## src/hw/rtl/pts_pkg.sv

```systemverilog
package pts_pkg;

  localparam int AccFracBits = 40;
  localparam int SatBits = 26;
  localparam int TimeW = 24;
  localparam int OutW = 23;
  localparam int Degree = 12;
  localparam logic [23:0] PeriodReset = 24'd1250000;

  // Coefficients in millionths, indexed by degree.
  localparam longint CoefMicro [0:12] = '{
    -64'sd271777, -64'sd6385159, 64'sd147615860, -64'sd10647949391,
    64'sd131706621239, -64'sd772109569471, 64'sd2677405855402,
    -64'sd5893232388210, 64'sd8393025147604, -64'sd7675036282053,
    64'sd4339908790252, -64'sd1379605690202, 64'sd188447160408
  };

  function automatic logic coef_neg(input int deg);
    return CoefMicro[deg] < 0;
  endfunction

  // Magnitude with frac fractional bits, rounded to nearest, ties away.
  function automatic logic [127:0] coef_mag(input int deg, input int frac);
    logic [127:0] m;
    m = (CoefMicro[deg] < 0) ? 128'(-CoefMicro[deg]) : 128'(CoefMicro[deg]);
    m = ((m << frac) + 128'd500000) / 128'd1000000;
    return m;
  endfunction

  typedef struct packed {
    logic neg;
    logic decided;
    logic dec_neg;
  } pts_flags_t;

endpackage

```

## src/hw/rtl/pts_clamp.sv

```systemverilog
// Clamp, round to Q.16 and negate.
module pts_clamp #(
  parameter int ACC_FRAC_BITS = pts_pkg::AccFracBits
) (
  input  logic clk,
  input  logic rst,
  input  logic en,
  input  logic in_valid,
  input  pts_pkg::pts_flags_t flags,
  input  logic [ACC_FRAC_BITS+26:0] mag,
  output logic out_valid,
  output logic [22:0] setpoint_mm_q16,
  output logic was_clamped
);
  localparam int F = ACC_FRAC_BITS;
  localparam int MW = F + 27;
  localparam logic [MW-1:0] Ten = MW'(10) << F;
  localparam logic [MW-1:0] Tfive = MW'(35) << F;
  localparam logic [MW-1:0] Half = MW'(1) << (F - 17);

  logic hi, lo;
  logic [MW-1:0] m, r;
  always_comb begin
    hi = flags.decided ? !flags.dec_neg : (!flags.neg && mag > Ten);
    lo = flags.decided ? flags.dec_neg : (flags.neg && mag > Tfive);
    m = hi ? Ten : (lo ? Tfive : mag);
    r = (m + Half) >> (F - 16);
  end

  always_ff @(posedge clk) begin
    if (rst) begin
      out_valid <= 1'b0;
    end else if (en) begin
      out_valid <= in_valid;
    end
  end

  always_ff @(posedge clk) begin
    if (en) begin
      setpoint_mm_q16 <= (hi || !(lo || flags.neg)) ? 23'(-r) : r[22:0];
      was_clamped <= hi || lo;
    end
  end
endmodule

```

## config.mk

```make
export PLATFORM = sky130hd
export DESIGN_NAME = pts_clamp
export DESIGN_NICKNAME = d
export VERILOG_FILES = /design/src/hw/rtl/pts_pkg.sv /design/src/hw/rtl/pts_clamp.sv
export SDC_FILE = /design/constraint.sdc
export NUM_CORES = 1
export LEC_CHECK = 0
export BUFFER_PORTS_ARGS = -buffer_cell sky130_fd_sc_hd__buf_2
export CORE_AREA = 2 2 109 111
export DETAILED_ROUTE_END_ITERATION = 6
export DIE_AREA = 0 0 111 113
export HOLD_SLACK_MARGIN = 0.08
export MAX_ROUTING_LAYER = met4
export SYNTH_ARGS = -nofsm -noshare
export SYNTH_HDL_FRONTEND = slang
export SYNTH_SLANG_ARGS = --single-unit
```

## constraint.sdc

```tcl
create_clock -name clk -period 5.7 [get_ports clk]
set_input_delay 0.285 -clock clk [delete_from_list [all_inputs] [get_ports clk]]
set_output_delay 0.285 -clock clk [all_outputs]
set_load 0.05 [all_outputs]
```

==> run_results.csv, run 1 <==
group,metric,value,unit
yosys,synth_cell_types,68,
floorplan,rows,39,
sta,max_freq,0.2097,GHz
yosys,synth_area,0.002805,mm²
sta,finalSetupTns,0,ps
global_routing,grt_max_degree,35,
global_routing,grt_pass1_vias,2867,
pwr,p_sw,0.2076,mW
route,routed_wl,8902,µm
yosys,synth_area_per_cell,8.131,µm²
cts,clk_latency,260,ps
sta,min_period,4769,ps
pwr,switching_share,35.41,%
global_routing,grt.busiest_layer,"met2",
critical_path,cp-start-kind,"input pin",
finish,fillCellCount,1186,
sta,hold_viol,0,
route,wl_per_cell,15.67,µm
critical_path,cp-end-kind,"flip-flop",
global_routing,grt_usage,14.28,%
floorplan,die_x,111,µm
critical_path,worst_ep_arrival_time,4770,ps
floorplan,io_pins,99,
yosys,yosysTopAreaCellShare,25.69,%
finish,syn_to_final_growth,23.46,%
cts,post_cts_resized,0,
global_routing,use_met2,21.96,%
cts,cts_max_path_buffers,2,
place,portBuffers,98,
sta,fin_skew,0,ps
finish,final_nets,502,
route,vias,3016,
yosys,ys.flop_type,"edfxtp_1",
global_routing,use_met1,20.24,%
yosys,synthCells,345,
route,vias_per_cell,5.310,
global_routing,grt_overflow_total,0,
floorplan,dieArea,0.01254,mm²
critical_path,required,5710,ps
global_routing,met3_usage,1.928,%
cts,htreeDepth,1,
route,antenna_left,0,
route,firstDrtPassIters,4,
pwr,clkPwrFrac,26.1,%
min_path,holdCritPathClass,"in2reg",
cts,cts.sinks,25,
critical_path,worstSetupPathType,"in2reg",
outcome,run_status,"finished clean",
flow_run,maxCapViolCount,0,
finish,drive_above_1_share,29.18,%
pwr,internal_power,0.3786,mW
yosys,yosysTopAreaCell,"edfxtp_1",
cts,hold_buffers,0,
sta,finalSetupViolations,0,
sta,worst_pin_slew,815.4,ps
finish,final_core_util,30.72,%
pwr,power_density,169.3,mW/mm²
cts,postCtsSetupRepairBufs,0,
place,place_hpwl,7193,µm
sta,relSlewSlack,45.19,%
critical_path,cp_max_fo,9,
yosys,yosysMostFrequentCell,"nor2_1",
route,drc,0,
yosys,yosysSeqAreaShare,26.40,%
cts,cts.clk_slew.worst_paths,60,ps
finish,n_antenna_cell,0,
yosys,synth.area.top_cells,"edfxtp_1 (26%), xnor2_1 (6.2%), nor2_1 (5.5%), nand2_1 (3.6%), nor4_1 (3.3%)",
pwr,seqPwrFrac,38.1,%
sta,rsz0062_at_grt,"false",
cts,cts-root-buf,"clkbuf_16",
yosys,synthArstFlopShare,0,%
yosys,synth-seq-cells,25,
pwr,combPwrFrac,35.8,%
yosys,syn-num-nets,421,
sta,fin_crit_sh,83.66,%
place,gp_congestion,0.8751,
floorplan,core_area,0.01127,mm²
global_routing,grt_pass1_wl,14590,µm
pwr,p_leak,1.240,nW
cts,cts_buffers,3,
yosys,ys.warnings.count,0,
floorplan,die-height,113,µm
route,initialDrtViolationCount,240,
floorplan,start_util,24.89,%
sta,maxSlewViolCount,0,
cts,cts_tree,"built",
global_routing,antenna_found_initial,0,
pwr,peakVddDrop,105.9,µV
yosys,synth-edff-count,24,
yosys,yosys-top-cells-count,"nor2_1 (41), nand2_1 (27), edfxtp_1 (24), xnor2_1 (20), o21ai_0 (18)",
[power by group through the flow]
stage	Sequential, mW	Combinational [mW]	Clock (mW)
6_report	0.223	0.210	0.153
5_1_grt	0.225	0.227	0.165
4_1_cts	0.224	0.209	0.155
3_5_place_dp	0.228	0.209	0
3_3_place_gp	0.227	0.206	0
2_1_floorplan	0.284	0.0842	0
[final timing paths]
path / from / end / slack (ps) / depth (start not counted)
max reg2reg: out_valid / out_valid / 5130 / 2
max: mag[58] / setpoint_mm_q16[17] / 930 / 16
min reg2reg: out_valid / out_valid / 490 / 2
min: rst / out_valid / 180 / 2
[metal layers]
layer	part of all wire, %	vias to the layer above
li1	-	1501
met1	49	1385
met2	44	121
met3	6.1	9
met4	1.1	0
met5	0	-
[logic make-up (layout without fill, tap and decap cells)]
| logic type | Yosys count | after routing | share of synthesized area [%] |
|---|---|---|---|
| AOI/OAI and AO/OA | 92 | 92 | 24.53 |
| buffers and inverters | 35 | 115 | 5.352 |
| muxes | 2 | 2 | 0.7137 |
| adders and majority gates | 2 | 2 | 0.8919 |
| and+or+nand+nor | 162 | 162 | 33.68 |
| DFF | 25 | 25 | 26.40 |
| xor gates and xnor gates | 27 | 27 | 8.430 |
[metrics by stage]
step           cells  total power, mW  setup slack, ps  hold WS (ps)  instance area, µm²
2_1_floorplan    345           0.3678             1018         357.4                2805
3_3_place_gp     564           0.4338            763.8         444.5                3385
3_5_place_dp     564           0.4362            639.6         449.2                3385
4_1_cts          568           0.5882            896.8         176.3                3463
5_1_grt          568           0.6167            527.0         185.4                3463
6_report         568           0.5862            931.2         175.6                3463
[sequential cells by signal, summed over array words and instances (netlist names)]
signal / cells
out_valid: 1
was_clamped: 1
setpoint_mm_q16: 23
[placed cells by master (no fill, tap or decap), types with 3 or more instances in the layout]
cell type  instances
or3_1              4
inv_1              9
nand4_1            9
nor4_1            15
xnor2_1           20
nor3b_1            4
o211ai_1           3
a211oi_1           3
o31ai_1            6
nor3_1            11
and3_1             3
o22ai_1            4
clkbuf_16          3
xor2_1             7
a31oi_1           11
and2_1             4
nand3_1           17
buf_4              3
nor4b_1            3
o41a_1             3
buf_2             98
edfxtp_1          24
a21oi_1           10
nor2_1            41
a21boi_0           4
and4_1             3
nor4_2             6
o21ai_0           18
a22o_1             3
nand2_1           27
[worst max-delay path, cell delays in order]
cell,delay [ps]
buf_2,100
nor4_1,360
nand4_2,260
o41ai_2,420
a41oi_1,150
nor3_4,310
and2_1,170
ha_1,390
nand4_4,240
a2111oi_4,400
a221oi_2,100
or4_4,600
or4b_4,570
nor2_1,160
o22ai_1,140
xnor2_1,140
[area by class of cell]
class	instances	area, µm²	share of cell area [%]
Inverter	10	37.54	1.084
Sequential cell	25	740.7	21.39
Tap cell	143	178.9	5.166
Clock buffer	4	78.83	2.276
Timing Repair Buffer	101	513.0	14.81
Multi-Input combinational cell	285	1914	55.27
Power figures use the tool's default switching activity.
==> run 2, diff against run 1 <==
Clock period 5.7 ns to 4.45 ns, I/O delays scaled along.
==> run 2 against run 1 <==
  * Die area unchanged
  * Setup slack worse by 690 ps
  * Critical endpoint unchanged
  * Largest cell class unchanged
  * Global-route usage up 0.085 points
  * Critical path type unchanged
  * Clock skew unchanged
  * Via count up 3.3%
==> run_results.csv, run 2 (synthesis results as in run 1) <==
group,metric,value,unit
critical_path,required,4460,ps
finish,final_nets,522,
finish,final_common_cell,"buf_2",
place,numPlacedInstances,579,
critical_path,cp-start-kind,"input pin",
pwr,peakVddDrop,134.2,µV
critical_path,cp_max_fo,4,
route,initialDrtViolationCount,215,
outcome,run_status,"finished clean",
route,firstDrtPassIters,5,
flow_run,maxCapViolCount,0,
pwr,power_density,207.4,mW/mm²
place,portBuffers,98,
cts,cts_max_path_buffers,2,
sta,maxSlewViolCount,0,
floorplan,rows,39,
route,antenna_left,0,
global_routing,grt_usage,14.37,%
critical_path,cp_slowest_stage_delay,560,ps
global_routing,grt_pass1_wl,14590,µm
floorplan,die_x,111,µm
floorplan,dieArea,0.01254,mm²
route,route.met3.wl,484,µm
cts,cts.clk_slew.worst_paths,60,ps
critical_path,worst_ep_arrival_time,4220,ps
route,vias,3117,
critical_path,crit_chain,"buf_2 -> nor4_2 -> nand4_1 -> nor4_4 -> a41oi_2 -> nor3_4 -> and2_1 -> ha_1 -> nand4_4 -> a2111oi_4 -> a221oi_2 -> or4_4 -> or4b_4 -> nor2_1 -> o22ai_1 -> xnor2_1",
sta,max_freq,0.2374,GHz
finish,largest_register_ffs,23,
critical_path,crit_start,"mag[0]",
finish,mostFrequentLayoutCells,"buf_2 (98), nor2_1 (41), nand2_1 (27)",
critical_path,r2r-start,"out_valid",
finish,largestRegisters,"setpoint_mm_q16 (23), out_valid (1), was_clamped (1)",
critical_path,endpoint,"setpoint_mm_q16[17]",
floorplan,start_util,24.89,%
critical_path,r2r_end,"out_valid",
place,place_hpwl,7375,µm
cts,cts-root-buf,"clkbuf_16",
cts,htreeDepth,1,
floorplan,die-height,113,µm
sta,min_period,4212,ps
critical_path,path_depth,16,
critical_path,r2r_slack,3870,ps
floorplan,io_pins,99,
sta,fin_crit_sh,94.65,%
critical_path,reg2regPathDepth,2,
sta,hold_ws,111.9,ps
route,drc,0,
route,wl_per_cell,15.42,µm
global_routing,grt_pass1_vias,2854,
sta,finalSetupViolations,0,
finish,syn_to_final_growth,30.06,%
critical_path,worstSetupPathType,"in2reg",
global_routing,grt_overflow_total,0,
route,wl_met2,4162,µm
min_path,holdCritPathClass,"in2reg",
route,vias_per_cell,5.301,
global_routing,antenna_found_initial,0,
sta,fin_skew,0,ps
cts,cts.sinks,25,
critical_path,cp_slowest_cell,"or4_4",
finish,final_core_util,32.37,%
floorplan,core_area,0.01127,mm²
route,routed_wl,9069,µm
critical_path,cp-end-kind,"flip-flop",
route,highest_layer,"met4",
pwr,p_leak,1.376,nW
global_routing,grt_max_degree,35,
sta,hold_viol,0,
cts,cts_buffers,3,
finish,drive_above_1_share,33.03,%
pwr,power.total,0.7569,mW
critical_path,critPathBufInv,1,
sta,worst_slack,238.0,ps
place,pre_cts_ws,-201.0,ps
sta,relSlewSlack,48.87,%
finish,n_antenna_cell,0,
sta,worst_pin_slew,760.6,ps
finish,final_cells,588,
cts,cts_tree,"built",
route,met1_length,4338,µm
cts,clk_latency,260,ps
critical_path,cpLargestDelayFamily,"simple AND/OR/NAND/NOR gates",
finish,regMostFlops,"setpoint_mm_q16",
place,gp_congestion,0.9035,
min_path,hp-start,"rst",
## run 2: layout make-up
| type | count | area [µm²] |
|---|---|---|
| multi-input cells | 285 | 1948 |
| inverters | 10 | 37.54 |
| clock inverters | 1 | 5.005 |
| repair buffers | 121 | 663.1 |
| clock buffers | 3 | 75.07 |
| well taps | 143 | 178.9 |
| fillers | 1190 | 7624 |
| flip-flops and latches | 25 | 740.7 |
## run 2: routing by layer
metal | vias up | track usage, %
met5 | - | -
met4 | 0 | 3.167
met3 | 8 | 1.339
met2 | 115 | 22.13
met1 | 1457 | 20.58
li1 | 1537 | -
## run 2: worst reg2reg max path: cells and delay by family, from the launching register on
kind             cells  cell delay, ps
muxes                1             120
and+or+nand+nor      1              50
DFF                  1             310
## run 2: what timing repair did
action                                  4_1_cts  5_1_grt
hold buffers                                  0        0
setup buffers                                 0        5
endpoints found under the setup margin        0        9
gates resized for setup                       0        4
## run 2: where the power goes
| part | internal, mW | switching, mW |
|---|---|---|
| Sequential | 0.281 | 0.00429 |
| Combinational | 0.0877 | 0.190 |
| Clock | 0.121 | 0.0724 |
## run 2: how the worst min path moves through the flow
stage | to | slack [ps] | cells past startpoint
CTS | out_valid | 110 | 2
floorplan | out_valid | 290 | 1
global route | out_valid | 110 | 2
global placement | out_valid | 380 | 2
finish | out_valid | 110 | 2
detailed placement | out_valid | 390 | 2
## run 2: per-stage QoR
| stage | cell area [µm²] | setup TNS, ps |
|---|---|---|
| after floorplan | 2815 | 0 |
| after global placement | 3497 | -93.16 |
| after detailed placement | 3497 | -983.0 |
| after CTS | 3577 | 0 |
| after global routing | 3649 | -14.56 |
| final | 3649 | 0 |
==> run 3, diff against run 2 <==
Settings changed: CTS_CLUSTER_DIAMETER from default to 30, GPL_TIMING_DRIVEN from default to 0.
==> run 3 against run 2 <==
  * Count of clock-buffer cells in the layout rose by 1
  * Sequential power about the same
  * Critical endpoint unchanged
  * Cell count grew 1.7%
  * Worst hold slack gained 2.6 ps
  * Total power increased by 1.3%
  * Via count up 1.1%
  * Fmax down 5.2%
  * Largest cell class unchanged
  * Flip-flop and latch count stayed put
  * Clock skew did not move
  * Die area did not move
==> run_results.csv, run 3 (synthesis results as in run 1) <==
group,metric,value,unit
outcome,run_status,"finished clean",
sta,fin_crit_sh,99.79,%
floorplan,die_x,111,µm
floorplan,rows,39,
sta,hold_viol,0,
cts,cts.sinks,25,
critical_path,required,4450,ps
min_path,holdCritPathClass,"in2reg",
pwr,power_density,199.4,mW/mm²
critical_path,r2r_slack,3880,ps
global_routing,met3_usage,2.357,%
global_routing,grt_overflow_total,0,
sta,worst_pin_slew,787.3,ps
finish,regMostFlops,"setpoint_mm_q16",
sta,max_freq,0.2252,GHz
finish,n_antenna_cell,0,
finish,final_common_cell,"buf_2",
global_routing,grt.busiest_layer,"met2",
finish,final_nets,532,
pwr,p_leak,1.390,nW
route,wl_per_cell,15.84,µm
pwr,seqPwrFrac,37.2,%
critical_path,cp-start-kind,"input pin",
critical_path,r2r_end,"out_valid",
cts,cts_buffers,3,
floorplan,dieArea,0.01254,mm²
floorplan,core_area,0.01127,mm²
cts,htreeDepth,1,
place,portBuffers,89,
finish,drive_above_1_share,35.60,%
critical_path,cp-end-kind,"flip-flop",
finish,multi_input_area,0.002091,mm²
cts,cts.clk_slew.worst_paths,60,ps
cts,clk_latency,250,ps
global_routing,antenna_found_initial,0,
critical_path,reg2regPathDepth,2,
finish,regArea,740.7,µm²
finish,mostFrequentLayoutCells,"buf_2 (93), nor2_1 (37), nand2_1 (27)",
floorplan,io_pins,99,
route,initialDrtViolationCount,206,
pwr,internal_power,0.4957,mW
sta,maxSlewViolCount,0,
route,firstDrtPassIters,4,
flow_run,maxCapViolCount,0,
pwr,combPwrFrac,37.8,%
global_routing,grt_max_degree,26,
sta,finalSetupViolations,0,
critical_path,worst_ep_arrival_time,4440,ps
finish,largestRegisters,"setpoint_mm_q16 (23), out_valid (1), was_clamped (1)",
finish,largest_register_ffs,23,
global_routing,grt_usage,14.58,%
critical_path,worstSetupPathType,"in2reg",
global_routing,grt_pass1_wl,14680,µm
pwr,peakVddDrop,155.1,µV
finish,fillCellCount,1184,
sta,fin_skew,0,ps
pwr,switching_share,35.32,%
route,drc,0,
floorplan,start_util,24.89,%
cts,cts_max_path_buffers,2,
critical_path,r2r-start,"out_valid",
finish,syn_to_final_growth,37.02,%
route,routed_wl,9471,µm
cts,cts-root-buf,"clkbuf_16",
route,vias,3151,
pwr,clkPwrFrac,25.0,%
floorplan,die-height,113,µm
min_path,hold_depth,2,
route,vias_per_cell,5.269,
place,gp_congestion,0.8866,
global_routing,use_met2,22.45,%
sta,rsz0062_at_grt,"true",
cts,hold_buffers,0,
critical_path,cp_max_fo,6,
min_path,hold_path_end,"out_valid",
sta,relSlewSlack,47.07,%
global_routing,use_met1,19.87,%
finish,final_core_util,34.10,%
pwr,p_sw,0.2708,mW
route,antenna_left,0,
place,place_hpwl,7383,µm
sta,hold_ws,114.5,ps
cts,cts_tree,"built",
sta,min_period,4441,ps
min_path,hp-start,"rst",
global_routing,grt_pass1_vias,2906,
-- run 3: cell types whose count changed in the layout (fill, tap and decap cells not counted), moves of 2 or more --
cell,previous run,this run
a211oi_1,3,1
a31oi_1,11,9
nor4_1,14,12
clkbuf_1,0,15
nor2_2,0,3
and2_1,4,2
buf_2,98,93
buf_6,0,3
buf_4,23,17
nor4_4,2,4
nor2_1,41,37
a211oi_2,0,2
and2_4,0,2
-- run 3: worst max-delay path by stage --
stage / to / startpoint / depth (start not counted)
global route: setpoint_mm_q16[17] / mag[25] / 19
detailed placement: setpoint_mm_q16[17] / mag[0] / 18
CTS: setpoint_mm_q16[17] / mag[25] / 19
floorplan: setpoint_mm_q16[17] / mag[52] / 17
finish: setpoint_mm_q16[17] / mag[25] / 19
global placement: setpoint_mm_q16[16] / mag[0] / 18
-- run 3: critical path, stage by stage --
cell,delay (ps)
buf_8,100
buf_6,120
nor4_4,290
nand4_1,180
nor4_4,360
a41oi_2,210
nor3_4,310
clkbuf_8,180
and2_4,150
ha_4,120
buf_6,120
and4_4,240
o311ai_2,100
o32a_1,220
or4_4,570
or4b_4,580
nor2_4,140
o22ai_2,90
xnor2_1,140
-- run 3: final cells by class --
class                      instances  area share (%)
timing repair buffer             106           15.27
buffer                            25           3.385
sequential                        25           19.27
multi-input combinational        285           54.39
inverter                          10          0.9766
tap                              143           4.655
clock buffer                       4           2.051
-- run 3: power groups by stage --
stage / logic [mW] / clock network, mW / registers (mW)
floorplan: 0.108 / 0 / 0.363
global placement: 0.268 / 0 / 0.291
detailed placement: 0.271 / 0 / 0.291
CTS: 0.278 / 0.196 / 0.286
global route: 0.312 / 0.205 / 0.288
finish: 0.290 / 0.191 / 0.286
-- run 3: stage by stage --
| stage | setup slack, ps | area, µm² | power (mW) | std cells | setup TNS, ps |
|---|---|---|---|---|---|
| 5_1_grt | -150.6 | 3844 | 0.8040 | 598 | -575.6 |
| 4_1_cts | -2.616 | 3630 | 0.7600 | 585 | -2.616 |
| 2_1_floorplan | 1.599 | 2815 | 0.4715 | 345 | 0 |
| 3_5_place_dp | -910.0 | 3440 | 0.5617 | 577 | -9153 |
| 3_3_place_gp | -876.7 | 3440 | 0.5583 | 577 | -9051 |
| 6_report | 9.194 | 3844 | 0.7665 | 598 | 0 |
-- run 3: routing by layer --
layer  part of all wire, %  up-vias
met5                     0        -
met4                   1.8        0
met3                   7.1       14
met2                    47      120
met1                    44     1461
li1                      -     1556
-- run 3: timing repair --
action | 4_1_cts | 5_1_grt
resized for setup | 14 | 28
buffers inserted | 4 | 13
cloned | 0 | 0
pin swaps | 7 | 23
setup endpoints to repair | 13 | 9
hold endpoints to repair | 0 | 0
